## src/rtl/scc_ram.sv

```systemverilog
// ----------------------------------------------------------------------------
// scc_ram: simple dual-port synchronous memory
// One write port and one read port; read data is registered.
// ----------------------------------------------------------------------------
module scc_ram #(
  parameter int W     = 8,
  parameter int DEPTH = 16,
  parameter int AW    = 4
) (
  input  logic          clk,
  input  logic          we,
  input  logic [AW-1:0] waddr,
  input  logic [W-1:0]  wdata,
  input  logic [AW-1:0] raddr,
  output logic [W-1:0]  rdata
);

  logic [W-1:0] mem [DEPTH];

  always_ff @(posedge clk) begin
    if (we) begin
      mem[waddr] <= wdata;
    end
  end

  always_ff @(posedge clk) begin
    rdata <= mem[raddr];
  end

endmodule

```

## config.mk

```make
export PLATFORM = sky130hd
export DESIGN_NAME = scc_ram
export DESIGN_NICKNAME = d
export VERILOG_FILES = /design/src/rtl/scc_ram.sv
export SDC_FILE = /design/constraint.sdc
export NUM_CORES = 1
export LEC_CHECK = 0
export BUFFER_PORTS_ARGS = -buffer_cell sky130_fd_sc_hd__buf_2
export CAP_MARGIN = 20
export CORE_MARGIN = 2
export CORE_UTILIZATION = 38
export CTS_CLUSTER_DIAMETER = 200
export DETAILED_ROUTE_END_ITERATION = 10
export PLACE_DENSITY = 0.65
export RECOVER_POWER = 25
export SLEW_MARGIN = 0
export SYNTH_ARGS = -nofsm -noshare
export SYNTH_HDL_FRONTEND = slang
export SYNTH_SLANG_ARGS = --single-unit
```

## constraint.sdc

```tcl
create_clock -name clk -period 2.9 [get_ports clk]
set_clock_uncertainty 0.15 [all_clocks]
set_input_delay 0.29 -clock clk [delete_from_list [all_inputs] [get_ports clk]]
set_output_delay 0.29 -clock clk [all_outputs]
set_load 0.02 [all_outputs]
```

* Word-level counts from Yosys, hierarchy flattened
Memory sizes are Yosys's and may differ from the RTL's. A register that Yosys moved wholly into a read port is not among the register bits.
Cells that the tools add are included.
** Storage, ports and cells
- Logic and storage cells :: 3
- Register bits after elaboration :: 0
- Latch bits :: 0
- Bits in read-only memories :: 0
- Memories kept :: 1
- Input bits :: 18
- Memory bits (writable) :: 128
- Output and inout port bits :: 8
** Memory list
- mem :: words 16, bits a word 8, rd ports 1, clocked after Yosys merged registers in 1, write ports 1, RTL line 18 : logic [W-1:0] mem [DEPTH];
** Cells by class
- Bitwise logic cells :: 0
- Add/subtract/negate cells :: 0
- Multiplexer cells :: 2
- Equality and inequality tests :: 0
- Shift operators :: 0
- Order comparisons :: 0
- Div/mod/pow operators :: 0
- Reductions and logical operators :: 0
- $mul :: 0
** Operator list (count)
- 2-to-1 mux 1 bit :: 2

* Longest topological paths before layout
- Word-level depth :: 2
- Depth in mapped cells :: 5
- Depth with buffers taken out :: 3

* Worst setup path after synthesis
No wires, ideal clock.
- Path kind :: input port to flip-flop
- From :: input port waddr[2]
- To :: memory mem[0][0] (enable)
- Cell stages on the path :: 2
- Setup slack :: 0.967 ns
- Setup time :: 0.383 ns
- Data arrival time :: 1.400 ns
- Required time :: 2.367 ns
- Buffers on the path :: 0
- Cells stage by stage :: or3b_2 -> nor3_1
** RTL lines
- start: declaration :: RTL line 12 : input logic [AW-1:0] waddr,
- end: declaration :: RTL line 18
No word-level cell before the write port.

==> results.md <==
- Status: completed
- Port bufs: 25
- Synth Net Count: 247
- CTS tree: done
- Crit Path Class: input port to flip-flop
- Core Region: 0.0132 mm2
- Crit Path Max Fanout: 19
- Reg2Reg Depth: 3
- Max Slew Vio Count: 0
- Root Buffer Master: clkbuf_16
- RSZ-0062 raised after global routing: no
- Endpoints failing setup: 0
- Final Core Density: a little under half
- DR iter-0 viols: 224
- Worst hold path type: input port to flip-flop
- Pre-CTS WS: 0.708 ns
- WP depth: 4
- Pint: approximately 3600 uW
- Initial Util: 38.9%
- Number of distinct library cells after synthesis: 19
- Critical path buffers and inverters: 1
- Crit. End Element: flip-flop
- Initial antenna violation count: 0
- Placed Cells: 433
- Final TNS setup: 0 ns
- Synth Area in Adders: 0%
- DR vias: 2441
- Number of max-cap violations: 0
- Flop-to-flop setup slack: 1.31 ns
- Mapped Area: approximately 0.0051 mm2
- Setup WS post-layout: 1.17 ns
- CP Cell Sequence: buf_2, mux4_1, a22oi_1, nand2_1
- ANT nets after route: 0
- Largest family of logic cells by synthesized area: multiplexers
- Die Area: 0.0145 mm2
- Vias in the first global route: 2533
- Worst VDD drop: slightly below 0.4 mV
- Synth warn: 0
- Compound-gate portion of the synthesized area: 2.33%
- Slew margin rel.: between 30% and 40%
- Die W: 120 um
- Critical Path Max Stage Delay: 0.65 ns
- Logic pwr share: 4.8%
- Drt wl/cell: 21.5 um
- Clock-pin slew on the worst setup and hold paths: 0.05 ns
- Mux share of post-synthesis cell area: 15.0%
- Crit path from: raddr[0]
- FF-to-FF Start: mem[1][1]
- Syn Area/Cell: 22.5 um2
- Leak: just over 0.002 uW
- Worst-Skew Late Latency: 0.40 ns
- Gate Count Post-Synth: 229
- N_diodes: 0
- CTS Sinks: ~140
- Final worst path period share: between 50% and 60%
- Net Sw Frac: between 10% and 20%
- Post-CTS resize count: 0
- Post-synthesis simple-gate area fraction: 3.18%
- Routability Congestion: 0.762
- Fmax: 577 MHz
- Vias per cell: between 5 and 6
- Post-layout nets: 294
- Clk buf depth: 2
- Total GRT Usage: roughly 15%
- Reg-to-Reg End: rdata[1]
- Synthesized flop and latch total: 136
- Post-route DRC violation count: 0
- Net Sw Power: 875 uW
- CP endpoint: rdata[1]
- Post-CTS setup buffer count: 0
- DRT Pass-1 Iters: 4
- Area grow syn2layout: 18.1%
- Least-Margin Pin Slew: 0.996 ns
- I/O Pins: 26
- TritonCTS Buffers: 17
- Cell Rows: 42
- Fin cells: 465
- WP data required: 3.03 ns
- Post-synthesis sequential area ratio: 77.8%
- Min cycle time layout: between 1.5 and 2 ns
- Post-DP HPWL: ~6400 um
- Layout cells sized above 1: 26.3%
- Largest net degree at the start of global routing: 24
- Area leader, netlist: edfxtp_1
- Cts hold-fix bufs: 0
- Post-synthesis share of cell area spent on xor and xnor gates: 0%
- PD cells: 739 mW/mm2
- Clock group share of total power: 46.0%
- Share of power burned in registers: 49.2%
- Top delay family on crit path: multiplexers
- Die H: 120 um
- Synth top area cells: edfxtp_1 (75%), mux4_2 (7.9%), mux4_1 (7.1%)
- Final Hold Viols: 0
- Crit path DAT: approximately 1.9 ns
- First-pass GRT wire length: 15100 um
- Slowest cell on the critical path: mux4_1
- H-tree Lvls: 4
- Total chip power: 4490 uW
- Crit path launch type: input port
- Yosys top cell area share: approximately three quarters
- Final wirelength: ~10000 um
- Remaining global-route overflow: 0
## registers in the layout, indices dropped and copies added, names as in the netlist
name   flops
rdata      8
mem      128
## layer usage
metal	vias up	GRT usage, %	routed length (um)
met4	0	4.58	108
li1	1072	-	-
met2	95	23.2	4920
met5	-	0	0
met1	1262	20.0	4170
met3	12	4.39	779
## final cells by class
class,count,area [um2]
Fill cell,1123,7160
Sequential cell,136,4000
Multi-Input combinational cell,83,1060
Clock buffer,21,440
Timing Repair Buffer,38,229
Tap cell,176,220
Clock inverter,11,130
## synthesized netlist by cell type
cell type        count
nand3_1              1
a22oi_1             16
dfxtp_1              8
and2_1               1
buf_2                3
mux4_2              18
mux4_1              14
nand2_1              9
and2b_1              1
nor2b_1              1
buf_6                3
nor2_1              13
nand3b_1             2
buf_4                1
or3b_2               1
clkdlybuf4s25_2      3
nor3_1               4
edfxtp_1           128
nand2b_1             2
## worst min path at each step
stage,slack (ns),from,end,cells past startpoint
after floorplan,0.24,wdata[0],mem[0][0],0
after global placement,0.50,mem[14][5],rdata[5],3
after detailed placement,0.51,mem[12][5],rdata[5],3
after CTS,0.11,wdata[6],mem[7][6],1
after global routing,0.14,wdata[5],mem[0][5],1
final,0.14,wdata[0],mem[5][0],1
## metrics by stage
| stage | cell area [um2] | hold slack [ns] |
|---|---|---|
| floorplan | 5150 | 0.239 |
| global route | 6080 | 0.140 |
| finish | 6080 | 0.141 |
| detailed placement | 5520 | 0.514 |
| global placement | 5520 | 0.498 |
| CTS | 6090 | 0.111 |
## power groups by stage
stage | Sequential, uW | Combinational, uW | Clock (uW)
detailed placement | 2250 | 217 | 0
floorplan | 2260 | 112 | 0
finish | 2210 | 215 | 2070
CTS | 2210 | 219 | 2090
global placement | 2250 | 213 | 0
global route | 2210 | 232 | 2170
## cell usage in the layout, fill, tap and decap left out
master / count
nor2_1: 13
or3b_2: 1
nand2_1: 9
dfxtp_1: 8
mux4_1: 14
nand3b_1: 2
and2b_1: 1
buf_4: 12
nor3_1: 4
clkinvlp_4: 2
buf_12: 1
mux4_2: 18
and2_1: 1
clkinv_2: 2
a22oi_1: 16
clkbuf_1: 9
nand2b_1: 2
nor2b_1: 1
edfxtp_1: 128
bufinv_16: 3
clkbuf_16: 17
clkinv_1: 4
buf_2: 20
nand3_1: 1
## logic make-up after synthesis
family | after synthesis
flops | 136
simple gates | 35
mux | 32
compound gates | 16
buf+inv | 10
No activity file was read; power rests on OpenSTA's default activity.
